## src/rtl/core/pms_pkg.sv

```systemverilog
// Shared types, constants and tables for the panel matrix scanner.
package pms_pkg;

  localparam int NumRows = 6;
  localparam logic [7:0] ButtonGapReset = 8'd5;
  localparam logic [7:0] KnobGapReset = 8'd1;
  localparam logic [7:0] PowerKeyCode = 8'h8B;

  typedef enum logic [3:0] {
    PH_CAPTURE = 4'd0,
    PH_SCAN    = 4'd1,
    PH_BTN1    = 4'd2,
    PH_BTN2    = 4'd3,
    PH_BTN3    = 4'd4,
    PH_KNOB1   = 4'd5,
    PH_KNOB2   = 4'd6,
    PH_KNOB3   = 4'd7,
    PH_KNOB4   = 4'd8,
    PH_KNOB5   = 4'd9,
    PH_RELEASE = 4'd10,
    PH_SEND    = 4'd11,
    PH_PWR_REL = 4'd12
  } phase_t;

  typedef enum logic [0:0] {
    REG_BUTTON_GAP = 1'b0,
    REG_KNOB_GAP   = 1'b1
  } reg_idx_t;

  // one result word
  typedef struct packed {
    logic [5:0] row_drive;
    logic [7:0] tx_byte;
    logic       tx_valid;
    logic [2:0] led_n;
    logic       power_on;
  } result_t;

  function automatic logic [5:0] row_pattern(input logic [2:0] r);
    logic [5:0] p;
    case (r)
      3'd0: p = 6'h3e;
      3'd1: p = 6'h3d;
      3'd2: p = 6'h3b;
      3'd3: p = 6'h37;
      3'd4: p = 6'h2f;
      default: p = 6'h1f;
    endcase
    return p;
  endfunction

  function automatic logic [7:0] knob_mask(input logic [2:0] r);
    logic [7:0] m;
    case (r)
      3'd3: m = 8'h91;
      3'd4: m = 8'hbf;
      default: m = 8'h81;
    endcase
    return m;
  endfunction

  function automatic logic [7:0] knob_a(input logic [2:0] r);
    logic [7:0] c;
    case (r)
      3'd0: c = 8'h14;
      3'd1: c = 8'h16;
      3'd2: c = 8'h18;
      3'd3: c = 8'h1a;
      3'd5: c = 8'h1b;
      default: c = 8'h00;
    endcase
    return c;
  endfunction

  function automatic logic [7:0] knob_b(input logic [2:0] r);
    logic [7:0] c;
    case (r)
      3'd0: c = 8'h15;
      3'd1: c = 8'h17;
      3'd2: c = 8'h19;
      default: c = 8'h00;
    endcase
    return c;
  endfunction

  // press code for row r, column bit b; 0 when no key sits there
  function automatic logic [7:0] press_code(input logic [2:0] r, input logic [2:0] b);
    logic [7:0] c;
    c = 8'h00;
    case (r)
      3'd0: if (b == 3'd0) c = 8'h81; else if (b == 3'd7) c = 8'h8d;
      3'd1: if (b == 3'd0) c = 8'h83; else if (b == 3'd7) c = 8'h8e;
      3'd2: if (b == 3'd0) c = 8'h85; else if (b == 3'd7) c = 8'h8f;
      3'd3: if (b == 3'd0) c = 8'h87; else if (b == 3'd4) c = 8'h88;
            else if (b == 3'd7) c = 8'h90;
      3'd4: begin
        case (b)
          3'd0: c = 8'h89;
          3'd1: c = 8'h8a;
          3'd2: c = 8'h84;
          3'd3: c = 8'h8c;
          3'd4: c = 8'h86;
          3'd5: c = 8'h82;
          3'd7: c = 8'h91;
          default: c = 8'h00;
        endcase
      end
      3'd5: if (b == 3'd7) c = 8'h92;
      default: c = 8'h00;
    endcase
    return c;
  endfunction

endpackage

```

## src/rtl/core/pms_cfg_regs.sv

```systemverilog
// APB register file holding the two debounce gap settings.
module pms_cfg_regs
  import pms_pkg::*;
(
  input  logic       clk,
  input  logic       rst_n,
  input  logic       psel,
  input  logic       penable,
  input  logic       pwrite,
  input  logic [2:0] paddr,
  input  logic [31:0] pwdata,
  output logic [31:0] prdata,
  output logic       pready,
  output logic [7:0] button_gap,
  output logic [7:0] knob_gap
);

  logic [7:0] button_gap_r;
  logic [7:0] knob_gap_r;
  logic       wr_en;
  logic       in_range;
  reg_idx_t   idx;

  assign pready   = 1'b1;
  assign in_range = (paddr[1:0] == 2'b00) && !paddr[2] ? 1'b1 :
                    (paddr == 3'd4);
  assign idx      = reg_idx_t'(paddr[2]);
  assign wr_en    = psel && penable && pwrite && in_range;

  always_ff @(posedge clk) begin
    if (!rst_n) begin
      button_gap_r <= ButtonGapReset;
      knob_gap_r   <= KnobGapReset;
    end else if (wr_en) begin
      unique case (idx)
        REG_BUTTON_GAP: button_gap_r <= pwdata[7:0];
        REG_KNOB_GAP:   knob_gap_r   <= pwdata[7:0];
        default: ;
      endcase
    end
  end

  always_comb begin
    prdata = 32'd0;
    if (in_range) begin
      unique case (idx)
        REG_BUTTON_GAP: prdata = {24'd0, button_gap_r};
        REG_KNOB_GAP:   prdata = {24'd0, knob_gap_r};
        default: prdata = 32'd0;
      endcase
    end
  end

  assign button_gap = button_gap_r;
  assign knob_gap   = knob_gap_r;

endmodule

```

## src/rtl/core/pms_engine.sv

```systemverilog
// Scan and link state update: one word in, one result word out per cycle while step is high.
module pms_engine
  import pms_pkg::*;
(
  input  logic       clk,
  input  logic       rst_n,
  input  logic       step,
  input  logic       action,
  input  logic [7:0] column_sample,
  input  logic [7:0] rx_byte,
  input  logic [7:0] button_gap,
  input  logic [7:0] knob_gap,
  output result_t    result
);

  phase_t     phase_r, phase_nxt;
  logic [2:0] row_r, row_nxt;
  logic [7:0] prev_r [NumRows];
  logic [7:0] prev_wdata;
  logic       prev_we;
  logic [7:0] gap_r, gap_nxt;
  logic [7:0] sav0_r, sav0_nxt, sav1_r, sav1_nxt;
  logic [7:0] pend_r, pend_nxt;
  logic [7:0] rw_code_r, rw_code_nxt;
  logic [2:0] rw_bit_r, rw_bit_nxt;
  logic       pwr_r, pwr_nxt;
  logic [2:0] led_r, led_nxt;

  logic [7:0] s, prev, km, ka, kb, hit_code, kcode, gap_load;
  logic [2:0] hit_bit, nxt_row;
  logic       hit, ksent, is_knob;
  logic [6:0] kod;

  assign s       = column_sample;
  assign prev    = prev_r[row_r];
  assign km      = knob_mask(row_r);
  assign ka      = knob_a(row_r);
  assign kb      = knob_b(row_r);
  assign nxt_row = (row_r == 3'(NumRows - 1)) ? 3'd0 : row_r + 3'd1;
  assign kod     = rx_byte[6:0];
  assign is_knob = (phase_r >= PH_KNOB1) && (phase_r <= PH_KNOB5);
  assign gap_load = is_knob ? knob_gap : button_gap;

  // first low key bit with a code, lowest bit first
  always_comb begin
    hit = 1'b0;
    hit_bit = 3'd0;
    hit_code = 8'd0;
    for (int b = 7; b >= 0; b--) begin
      if (!s[b] && press_code(row_r, 3'(b)) != 8'd0) begin
        hit = 1'b1;
        hit_bit = 3'(b);
        hit_code = press_code(row_r, 3'(b));
      end
    end
  end

  // knob pairs: second bit wins, second pair only if first did not send
  always_comb begin
    ksent = 1'b0;
    kcode = pend_r;
    if (ka != 8'd0 && s[1] && s[2]) begin
      if (!prev[1]) begin kcode = ka; ksent = 1'b1; end
      if (!prev[2]) begin kcode = ka | 8'h80; ksent = 1'b1; end
    end
    if (!ksent && kb != 8'd0 && s[4] && s[5]) begin
      if (!prev[4]) kcode = kb;
      if (!prev[5]) kcode = kb | 8'h80;
    end
  end

  always_comb begin
    phase_nxt = phase_r;
    row_nxt = row_r;
    gap_nxt = gap_r;
    sav0_nxt = sav0_r;
    sav1_nxt = sav1_r;
    pend_nxt = pend_r;
    rw_code_nxt = rw_code_r;
    rw_bit_nxt = rw_bit_r;
    pwr_nxt = pwr_r;
    led_nxt = led_r;
    prev_we = 1'b0;
    prev_wdata = s;
    if (action) begin
      if (kod >= 7'd1 && kod <= 7'd3) begin
        if (rx_byte[7]) led_nxt[kod[1:0] - 2'd1] = 1'b0;
        else led_nxt[kod[1:0] - 2'd1] = 1'b1;
      end else if (kod == 7'd4 && pwr_r) begin
        pwr_nxt = 1'b0;
        led_nxt = 3'b111;
      end
      pend_nxt = 8'd0;
    end else begin
      case (phase_r)
        PH_CAPTURE: begin
          prev_we = 1'b1;
          row_nxt = nxt_row;
          if (nxt_row == 3'd0) phase_nxt = PH_SCAN;
        end
        PH_RELEASE: begin
          if (s[rw_bit_r]) begin
            sav1_nxt = s;
            if (pend_r == 8'd0) begin
              pend_nxt = rw_code_r;
              prev_we = 1'b1;
              rw_code_nxt = 8'd0; rw_bit_nxt = 3'd0;
              row_nxt = nxt_row; phase_nxt = PH_SCAN;
            end else phase_nxt = PH_SEND;
          end
        end
        PH_SEND: begin
          if (pend_r == 8'd0) begin
            pend_nxt = rw_code_r;
            prev_we = 1'b1; prev_wdata = sav1_r;
            rw_code_nxt = 8'd0; rw_bit_nxt = 3'd0;
            row_nxt = nxt_row; phase_nxt = PH_SCAN;
          end
        end
        PH_PWR_REL: begin
          if (s[0]) begin
            prev_we = 1'b1;
            row_nxt = nxt_row; phase_nxt = PH_SCAN;
          end
        end
        PH_BTN1, PH_BTN2, PH_BTN3, PH_KNOB1, PH_KNOB2,
        PH_KNOB3, PH_KNOB4, PH_KNOB5: begin
          if (gap_r > 8'd1) gap_nxt = gap_r - 8'd1;
          else begin
            gap_nxt = gap_load;
            if (phase_r == PH_BTN1) begin
              sav0_nxt = s; phase_nxt = PH_BTN2;
            end else if (phase_r == PH_BTN2) begin
              sav1_nxt = s; phase_nxt = PH_BTN3;
            end else if (phase_r == PH_KNOB1) begin
              sav1_nxt = s; phase_nxt = PH_KNOB2;
            end else if ((phase_r == PH_BTN3 && (sav0_r != sav1_r || sav1_r != s)) ||
                         (phase_r != PH_BTN3 && s != sav1_r)) begin
              row_nxt = nxt_row; phase_nxt = PH_SCAN;
            end else if (phase_r != PH_BTN3 && phase_r != PH_KNOB5) begin
              phase_nxt = phase_t'(phase_r + 4'd1);
            end else begin
              // decode a stable sample
              if (row_r == 3'd5 && !s[0]) begin
                if (!pwr_r) begin
                  pwr_nxt = 1'b1; phase_nxt = PH_PWR_REL;
                end else begin
                  sav1_nxt = s;
                  if (pend_r == 8'd0) begin
                    pend_nxt = PowerKeyCode;
                    prev_we = 1'b1;
                    rw_code_nxt = 8'd0; rw_bit_nxt = 3'd0;
                    row_nxt = nxt_row; phase_nxt = PH_SCAN;
                  end else begin
                    rw_code_nxt = PowerKeyCode;
                    rw_bit_nxt = 3'd0; phase_nxt = PH_SEND;
                  end
                end
              end else if (hit) begin
                pend_nxt = hit_code;
                rw_code_nxt = {1'b0, hit_code[6:0]};
                rw_bit_nxt = hit_bit;
                phase_nxt = PH_RELEASE;
              end else begin
                pend_nxt = kcode;
                prev_we = 1'b1;
                row_nxt = nxt_row; phase_nxt = PH_SCAN;
              end
            end
          end
        end
        default: begin
          phase_nxt = PH_SCAN;
          if (s != prev) begin
            if ((s & km) != km) begin
              phase_nxt = PH_BTN1; gap_nxt = button_gap;
            end else begin
              phase_nxt = PH_KNOB1; gap_nxt = knob_gap;
            end
          end else row_nxt = nxt_row;
        end
      endcase
    end
  end

  always_ff @(posedge clk) begin
    if (!rst_n) begin
      phase_r <= PH_CAPTURE;
      row_r <= 3'd0;
      gap_r <= 8'd0;
      sav0_r <= 8'd0;
      sav1_r <= 8'd0;
      pend_r <= 8'd0;
      rw_code_r <= 8'd0;
      rw_bit_r <= 3'd0;
      pwr_r <= 1'b0;
      led_r <= 3'b111;
    end else if (step) begin
      phase_r <= phase_nxt;
      row_r <= row_nxt;
      gap_r <= gap_nxt;
      sav0_r <= sav0_nxt;
      sav1_r <= sav1_nxt;
      pend_r <= pend_nxt;
      rw_code_r <= rw_code_nxt;
      rw_bit_r <= rw_bit_nxt;
      pwr_r <= pwr_nxt;
      led_r <= led_nxt;
    end
  end

  // row values are all written by the capture pass before use
  always_ff @(posedge clk) begin
    if (step && !action && prev_we) prev_r[row_r] <= prev_wdata;
  end

  always_comb begin
    result.row_drive = row_pattern(row_nxt);
    result.tx_byte   = action ? pend_r : 8'd0;
    result.tx_valid  = action;
    result.led_n     = led_nxt;
    result.power_on  = pwr_nxt;
  end

endmodule

```

## src/rtl/core/pms_out_reg.sv

```systemverilog
// Result register with a skid stage between engine and receiver.
module pms_out_reg
  import pms_pkg::*;
(
  input  logic    clk,
  input  logic    rst_n,
  input  logic    in_valid,
  output logic    in_stall,
  input  result_t in_word,
  output logic    out_valid,
  input  logic    out_stall,
  output result_t out_word
);

  logic    main_v_r, skid_v_r;
  result_t main_r, skid_r;
  logic    take, pop;

  assign in_stall = skid_v_r;
  assign take     = in_valid && !skid_v_r;
  assign pop      = main_v_r && !out_stall;

  always_ff @(posedge clk) begin
    if (!rst_n) begin
      main_v_r <= 1'b0;
      skid_v_r <= 1'b0;
    end else begin
      if (!main_v_r || pop) begin
        main_v_r <= skid_v_r || take;
        skid_v_r <= 1'b0;
      end else if (take) begin
        skid_v_r <= 1'b1;
      end
    end
  end

  always_ff @(posedge clk) begin
    if (!main_v_r || pop) main_r <= skid_v_r ? skid_r : in_word;
    if (take && main_v_r && !pop) skid_r <= in_word;
  end

  assign out_valid = main_v_r;
  assign out_word  = main_r;

endmodule

```

## src/rtl/core/panel_matrix_scanner.sv

```systemverilog
// Panel matrix scanner top level.
// Input channel: one word per scan tick (action 0, column_sample holds the
// active-low columns of the row named by the last row_drive) or link
// exchange (action 1, rx_byte holds the command). Every word gives exactly
// one result word: the next row_drive pattern, the returned pending code
// with tx_valid on exchanges, the three LED drives and the power flag.
// The state update runs in the accept cycle, and the result is registered
// in the output stage. Throughput is one word per cycle while the receiver
// does not stall; a combinational engine feeds a two-entry output stage.
// When the receiver stalls, the output stage absorbs one more word and then
// raises in_stall until the receiver takes a result.
// Reset (synchronous, rst_n low) starts a capture pass over all six rows,
// clears pending codes, turns power off, sets all LEDs dark and loads the
// gap registers with 5 (button) and 1 (knob).
// Gap registers sit at APB byte addresses 0 and 4; write them only while
// no word is in flight.
module panel_matrix_scanner
  import pms_pkg::*;
(
  input  logic        clk,
  input  logic        rst_n,
  input  logic        in_valid,
  output logic        in_stall,
  input  logic        in_action,
  input  logic [7:0]  in_column_sample,
  input  logic [7:0]  in_rx_byte,
  output logic        out_valid,
  input  logic        out_stall,
  output logic [5:0]  out_row_drive,
  output logic [7:0]  out_tx_byte,
  output logic        out_tx_valid,
  output logic        out_led_chan1_n,
  output logic        out_led_chan2_n,
  output logic        out_led_sync_n,
  output logic        out_power_on,
  input  logic        cfg_psel,
  input  logic        cfg_penable,
  input  logic        cfg_pwrite,
  input  logic [2:0]  cfg_paddr,
  input  logic [31:0] cfg_pwdata,
  output logic [31:0] cfg_prdata,
  output logic        cfg_pready
);

  logic [7:0] button_gap, knob_gap;
  result_t    eng_word, out_word;
  logic       step;

  assign step = in_valid && !in_stall;

  pms_cfg_regs u_regs (
    .clk, .rst_n,
    .psel(cfg_psel), .penable(cfg_penable), .pwrite(cfg_pwrite),
    .paddr(cfg_paddr), .pwdata(cfg_pwdata), .prdata(cfg_prdata),
    .pready(cfg_pready), .button_gap, .knob_gap
  );

  pms_engine u_engine (
    .clk, .rst_n, .step,
    .action(in_action), .column_sample(in_column_sample), .rx_byte(in_rx_byte),
    .button_gap, .knob_gap, .result(eng_word)
  );

  pms_out_reg u_out (
    .clk, .rst_n,
    .in_valid, .in_stall, .in_word(eng_word),
    .out_valid, .out_stall, .out_word
  );

  assign out_row_drive   = out_word.row_drive;
  assign out_tx_byte     = out_word.tx_byte;
  assign out_tx_valid    = out_word.tx_valid;
  assign out_led_chan1_n = out_word.led_n[0];
  assign out_led_chan2_n = out_word.led_n[1];
  assign out_led_sync_n  = out_word.led_n[2];
  assign out_power_on    = out_word.power_on;

endmodule

```

## config.mk

```make
export PLATFORM = sky130hd
export DESIGN_NAME = panel_matrix_scanner
export DESIGN_NICKNAME = d
export VERILOG_FILES = /design/src/rtl/core/pms_pkg.sv /design/src/rtl/core/pms_cfg_regs.sv /design/src/rtl/core/pms_engine.sv /design/src/rtl/core/pms_out_reg.sv /design/src/rtl/core/panel_matrix_scanner.sv
export SDC_FILE = /design/constraint.sdc
export NUM_CORES = 1
export LEC_CHECK = 0
export BUFFER_PORTS_ARGS = -buffer_cell sky130_fd_sc_hd__clkbuf_2
export CAP_MARGIN = 20
export CORE_ASPECT_RATIO = 0.7
export CORE_MARGIN = 1.5
export CORE_UTILIZATION = 57
export CTS_CLUSTER_SIZE = 10
export DETAILED_ROUTE_END_ITERATION = 10
export GPL_TIMING_DRIVEN = 0
export PLACE_DENSITY = 0.83
export SYNTH_ARGS = -nofsm -noshare
export SYNTH_HDL_FRONTEND = slang
export SYNTH_SLANG_ARGS = --single-unit
```

## constraint.sdc

```tcl
create_clock -name clk -period 4.2 [get_ports clk]
set_input_delay 0.84 -clock clk [delete_from_list [all_inputs] [get_ports clk]]
set_output_delay 0.84 -clock clk [all_outputs]
set_load 0.01 [all_outputs]
```

Word level (Yosys, flattened, before mapping) --
Memories as Yosys holds them, arrays and structs flattened. A register that Yosys moved wholly into a read port is not among the register bits. Cells that the tools add are included.
Word-level totals: register bits after elaboration 110, input port bits 59, latch bits 0, bits in writable memories 48, memories 1, ROM bits 0
Cells by class: equal/unequal tests 54, shifts and indexed selects 0, bitwise operators 9, magnitude comparators 8, div/mod/pow operators 0, mux-type cells 173, $add $sub $neg 4, reductions and logical operators 78, multiply operators 0
Memory list:
- u_engine.prev_r | depth 6, width 8, rd ports 1, clocked after memory_dff 1, write ports 1, RTL line pms_engine.sv:18 | logic [7:0] prev_r [NumRows];
Operators with widths (number):
- $mux W8 | 59
- $mux W3 | 40
- $reduce_bool A8 Y1 | 9
- $pmux W32 S2 | 1
- $mux W4 | 15
- $pmux W8 S2 | 3
- $pmux W8 S3 | 2
- $pmux W8 S6 | 1
- $ne A8 B8 Y1 | 5
- $pmux W8 S5 | 1
- $mux W1 | 39
- $mux W32 | 1
- $logic_and A1 B1 Y1 | 30
- $pmux W6 S5 | 1
- $pmux W5 S5 | 1
- $eq A4 B4 Y1 const B | 5
- $pmux W4 S5 | 1
- $mux W19 | 1
- $ne A3 B3 Y1 const B | 6
- $eq A4 B3 Y1 const B | 4
- $pmux W3 S5 | 1
- $pmux W5 S3 | 1
- $logic_not A1 Y1 | 14
- $ne A2 B2 Y1 const B | 7
- other kinds (52) | 78

Longest topological paths before layout --
depth after elaboration 24, gate-level depth with buffers 14, depth with buffers taken out 12

By module --
Synthesis repeated with hierarchy kept, for this count alone.
Second synthesis, totals: cell total of the unflattened synthesis 895, area, all modules 9076.2 um^2
Modules (own cells, without submodules):
- pms_engine | cells each 719, times used 1, sequential area each 2542.4 um^2, area each 6631.4 um^2
- pms_out_reg | cells each 66, times used 1, sequential area each 1181.1 um^2, area each 1455.1 um^2
- pms_cfg_regs | cells each 109, times used 1, sequential area each 320.3 um^2, area each 975.9 um^2
- panel_matrix_scanner | cells each 1, times used 1, sequential area each 0.0 um^2, area each 13.8 um^2

Worst setup path after synthesis --
Ideal clock, no wire load.
kind input -> register, start point input in_column_sample[0], end point memory u_engine.prev_r[0][0], enable pin, path slack 0.750 ns, path buffers 2, stages on the path 10, data arrival time 3.066 ns, library setup time 0.383 ns, required time 3.817 ns, path through clkbuf_1 xnor2_1 nand4_1 nor2_1 and2_1 clkbuf_1 nand4_1 a31oi_1 nand2_1 nor3_1
On the way: cells in the longest elaborated chain, start to end 16, elaborated cells on any way between the ends 27
RTL lines:
- start, declared | RTL line panel_matrix_scanner.sv:25 | input logic [7:0] in_column_sample,
- $logic_not A1 Y1 | RTL line pms_engine.sv:50, pms_engine.sv:144
- $logic_and A1 B1 Y1 | RTL line pms_engine.sv:50 | if (!s[b] && press_code(row_r, 3'(b)) != 8'd0) begin
- $mux W1 | RTL line pms_engine.sv:50
- $mux W1 | RTL line pms_engine.sv:159 | end else if (hit) begin
- $mux W1 | RTL line pms_engine.sv:144 | if (row_r == 3'd5 && !s[0]) begin
- $mux W1 | RTL line pms_engine.sv:140 | end else if (phase_r != PH_BTN3 && phase_r != PH_KNOB5) begin
- $mux W1 | RTL line pms_engine.sv:137 | end else if ((phase_r == PH_BTN3 && (sav0_r != sav1_r || sav1_r != s)) ||
- $mux W1 | RTL line pms_engine.sv:135 | end else if (phase_r == PH_KNOB1) begin
- $mux W1 | RTL line pms_engine.sv:133 | end else if (phase_r == PH_BTN2) begin
- $mux W1 | RTL line pms_engine.sv:131 | if (phase_r == PH_BTN1) begin
- $mux W1 | RTL line pms_engine.sv:128 | if (gap_r > 8'd1) gap_nxt = gap_r - 8'd1;
- $pmux W1 S5 * | RTL line pms_engine.sv:95 | case (phase_r)
- $mux W1 * | RTL line pms_engine.sv:85 | if (action) begin
- $logic_and A1 B1 Y1 * | RTL line pms_engine.sv:214 | if (step && !action && prev_we) prev_r[row_r] <= prev_wdata;
- $mux W1 * | RTL line pms_engine.sv:214
- $mux W1 (implied by the code) * | RTL line pms_engine.sv:214
- end, declared | RTL line pms_engine.sv:18
Every way passes the cells marked *; elsewhere a longest branch is shown, timed or not. The select of a mux whose other input is x is not followed.

Final worst setup path --
start point register u_engine.row_r[2], end point memory u_engine.prev_r[0][3], enable pin
On the way: cells in the longest elaborated chain, start to end 24, elaborated cells on any way between the ends 48
RTL lines:
- start, declared | RTL line pms_engine.sv:17 | logic [2:0] row_r, row_nxt;
- start signal, assigned | RTL line pms_engine.sv:200 | row_r <= row_nxt;
- $eq A3 B3 Y1, or another cell as far along | RTL line pms_pkg.sv:90, pms_engine.sv:144
- $pmux W8 S6 | RTL line pms_pkg.sv:90 | case (r)
- $reduce_bool A8 Y1 | RTL line pms_engine.sv:50
- $logic_and A1 B1 Y1 | RTL line pms_engine.sv:50
- $mux W1 (7 in a row) | RTL line pms_engine.sv:50
- $mux W1 | RTL line pms_engine.sv:159
- $mux W1 | RTL line pms_engine.sv:144
- $mux W1 | RTL line pms_engine.sv:140
- [... 2 more ...]
- $mux W1 | RTL line pms_engine.sv:133
- $mux W1 | RTL line pms_engine.sv:131
- $mux W1 | RTL line pms_engine.sv:128
- $pmux W1 S5 | RTL line pms_engine.sv:95
- $mux W1 | RTL line pms_engine.sv:85
- $logic_and A1 B1 Y1 | RTL line pms_engine.sv:214
- $mux W1 | RTL line pms_engine.sv:214
- $mux W1 (implied by the code) | RTL line pms_engine.sv:214
Parallel ways exist; a longest one is shown, timed or not.

==> key figures <==
Logic synthesis
  – Syn Area/Cell: 9.55 sq um
  – Synth warnings: 0
  – Post-synthesis sequential area ratio: 0.444
  – Cell area after synthesis: 9100 sq um
  – Synth Instances: 953
  – Top cell type by total area after synthesis: edfxtp_1
  – #FFs+latches synth: 159
  – Post-synth top area share: 0.284
  – Ys flop type: edfxtp_1
  – Count of different cell masters after synthesis: 80
  – Ys async rst share: 0
  – Post-synth EDFFs: 86
  – Largest cells by area after synthesis: edfxtp_1 (28%), dfxtp_1 (16%), mux2i_1 (9.9%), nor2_1 (5.0%), o21ai_0 (3.2%)

Route
  – Post-DRT Antenna Nets: 0
  – DR iter-0 viols: 894
  – DR vias/cell: 6.13
  – Via count: 7,790
  – WL final: 24.7 mm
  – Initial DRT Pass Iterations: 6
  – Wirelength per Cell: 19.5 um
  – DRC errors left: 0

Timing
  – Minimum clock period: 4.05 ns
  – Rel. slew slack: 0.247
  – Final Max Tran Viols: 0
  – RSZ-0062 raised after global routing: false
  – Achievable frequency: 0.247 GHz
  – Setup violations, final: 0
  – Post-Route Setup TNS: 0 ns
  – Worst Skew: 0.0108 ns
  – Worst-Margin Slew: 1.12 ns
  – Final Hold Viols: 0
  – Worst Hold Slack: 0.482 ns
  – Final Cycle Share: 0.963

Die
  – Initial Util: 0.586
  – Die width: 154 um
  – Core area: 15,500 sq um
  – Top-Level Pins: 113
  – Die ar.: 16,800 sq um
  – Die Height: 109 um
  – Rows: 38

CTS
  – Hold buffer count at cts: 0
  – Clk_lat worst skew: 0.44 ns
  – CTS tree: yes
  – CTS sink count: 159
  – Max clock buf depth: 2
  – Cts bufs inserted: 17
  – Worst-path clk slew: 0.07 ns
  – Clk root buf: clkbuf_16
  – CTS H-tree depth: 4

Placement
  – Post-Place Cell Area: 9760 sq um
  – Placed Instances: 1,238
  – DP Wirelength: 17.8 mm
  – Buffers on Ports: 61
  – RePlAce Congestion: 0.968

Pwr
  – P_leak: 4.05 nW
  – Power share of the combinational group: 0.146
  – Clock network fraction of total power: 0.410
  – Overall power: 3.84 mW
  – Flop pwr share: 0.444
  – Power Internal: 2.79 mW
  – Max rail drop VDD: 0.280 mV
  – Psw: 1.05 mW
  – Sw frac: 0.273
  – Power per cell area: 368 nW/um^2

Critical path
  – Crit path launch type: flip-flop
  – CP cell instances: buf_2 -> clkinv_1 -> ha_1 -> inv_1 -> a21oi_1 -> clkbuf_1 -> nor2_2 -> nand3_1 -> a21oi_1 -> nand4_1 -> a31oi_2 -> nand2_1 -> nor3_4 -> buf_12
  – Setup CP Type: reg2reg
  – Arrival time at the worst endpoint: 4.19 ns
  – Crit-path max FO: 10
  – Crit-path most repeated cell: a21oi_1
  – R2R Setup Slk: 0.15 ns
  – WP data required: 4.35 ns
  – Worst path max stage delay: 0.38 ns
  – CP Capture Type: flip-flop
  – Critical-path top delay cell: ha_1

Global route
  – Total gr overflow: 0
  – Largest net degree at the start of global routing: 23
  – Initial antenna violation count: 0
  – First-pass GRT wire length: 38.9 mm
  – Vias in the first global route: 7,290
  – GRT Resource Usage Total: 0.302

Finish
  – Post-layout nets: 1,125
  – Area grow syn2layout: 14.6%
  – Ant. Diodes: 0
  – Share of layout cells above drive strength 1: 0.174
  – Layout Cells excl Fill: 1,271
  – Post-route cell area: 10,400 sq um
  – Most common cell after layout, fill and taps aside: nor2_1
  – Most frequent cells in the layout: nor2_1 (119), mux2i_1 (90), edfxtp_1 (86)

Hold path
  – Worst hold-check path type: reg2reg

Job
  – Max Cap Viol: 0

Outcome
  – Status: completed
-- layer usage --
metal	GRT usage	up-vias	share of wire
met2	0.457	424	0.43
met1	0.428	3697	0.45
met4	0.110	0	0.022
met5	0	-	0
li1	-	3617	-
met3	0.0676	52	0.098
-- area by class of cell --
| class | count | area, sq um |
|---|---|---|
| Tap cell | 200 | 250 |
| Fill cell | 1229 | 5120 |
| Clock inverter | 14 | 154 |
| Sequential cell | 159 | 4040 |
| Buffer | 81 | 424 |
| Multi-Input combinational cell | 712 | 4690 |
| Timing Repair Buffer | 63 | 337 |
| Clock buffer | 18 | 439 |
| Inverter | 24 | 90.1 |
-- final timing paths --
path                         startpoint               endpoint  depth (start not counted)
hold reg to reg   u_engine.rw_code_r[4]  u_engine.rw_code_r[4]                          2
setup reg to reg      u_engine.row_r[2]  u_engine.prev_r[0][3]                         14
hold / removal    u_engine.rw_code_r[4]  u_engine.rw_code_r[4]                          2
setup / recovery      u_engine.row_r[2]  u_engine.prev_r[0][3]                         14
-- flip-flops by register name, indices dropped and copies added, names as in the netlist, named ones only --
| register | count |
|---|---|
| u_out.out_valid | 1 |
| u_engine.pend_r | 8 |
| u_engine.sav1_r | 8 |
| u_engine.row_r | 3 |
| u_engine.phase_r | 4 |
| u_engine.prev_r | 48 |
| u_regs.knob_gap | 8 |
| u_engine.gap_r | 8 |
| u_out.skid_r | 19 |
| u_out.in_stall | 1 |
| u_out.out_word | 19 |
| u_engine.led_r | 3 |
| u_engine.rw_code_r | 6 |
| u_engine.pwr_r | 1 |
| u_engine.sav0_r | 8 |
| u_engine.rw_bit_r | 3 |
| u_regs.button_gap | 8 |
-- cell families after synthesis --
group	Yosys count	share of synthesized area
simple gates	331	0.178
compound gates	206	0.149
flops	159	0.444
mux	114	0.134
buf+inv	105	0.0562
xor+xnor	27	0.0260
fa+ha+maj	9	0.0121
other cells	2	0.000825
-- critical path: cells and delay by family (launching register included) --
kind            cells  cell delay (ns)
flops               1             0.33
compound gates      3             0.74
buf+inv             5             1.11
fa+ha+maj           1             0.38
simple gates        5             1.19
-- per-stage QoR --
| step | setup WS [ns] | utilization |
|---|---|---|
| 4_1_cts | -0.200 | 0.666 |
| 3_3_place_gp | -0.813 | 0.627 |
| 2_1_floorplan | 0.750 | - |
| 5_1_grt | 0.00212 | 0.671 |
| 6_report | 0.155 | 0.671 |
| 3_5_place_dp | -0.332 | 0.628 |
-- what timing repair did --
action                                  4_1_cts  5_1_grt
endpoints found under the setup margin       24       70
buffers inserted                              0        1
resized for setup                             1       14
pin swaps                                     0        1
-- cell usage after synthesis, types with 3 or more instances --
cell type	instances
o21a_1	4
o21bai_1	3
nor4_1	4
a2bb2oi_1	3
buf_2	7
nand4_1	8
mux2_2	20
and2_1	19
mux2i_1	90
o311ai_0	4
o2111ai_1	4
nor2b_1	7
or2_2	8
buf_1	3
a31oi_1	14
a22oi_1	6
buf_4	27
o21ai_0	59
edfxtp_1	86
clkinv_1	3
and3_1	3
or3_1	5
o31ai_1	4
nor2_1	122
clkbuf_1	43
a21oi_1	43
mux4_2	4
a311oi_1	3
nand2_1	76
a211oi_1	5
ha_1	8
a21o_1	9
inv_1	21
nor3_1	18
xor2_1	8
nand2b_1	20
o211ai_1	14
dfxtp_1	73
a22o_1	6
xnor2_1	19
nand3_1	20
-- power by group through the flow --
stage | clock network, mW | registers, mW | logic, mW
after floorplan | 0 | 1.74 | 0.364
after global placement | 0 | 1.73 | 0.518
after detailed placement | 0 | 1.74 | 0.527
after CTS | 1.57 | 1.70 | 0.534
after global routing | 1.63 | 1.70 | 0.604
final | 1.57 | 1.70 | 0.561
(Power assumes the default switching activity.)
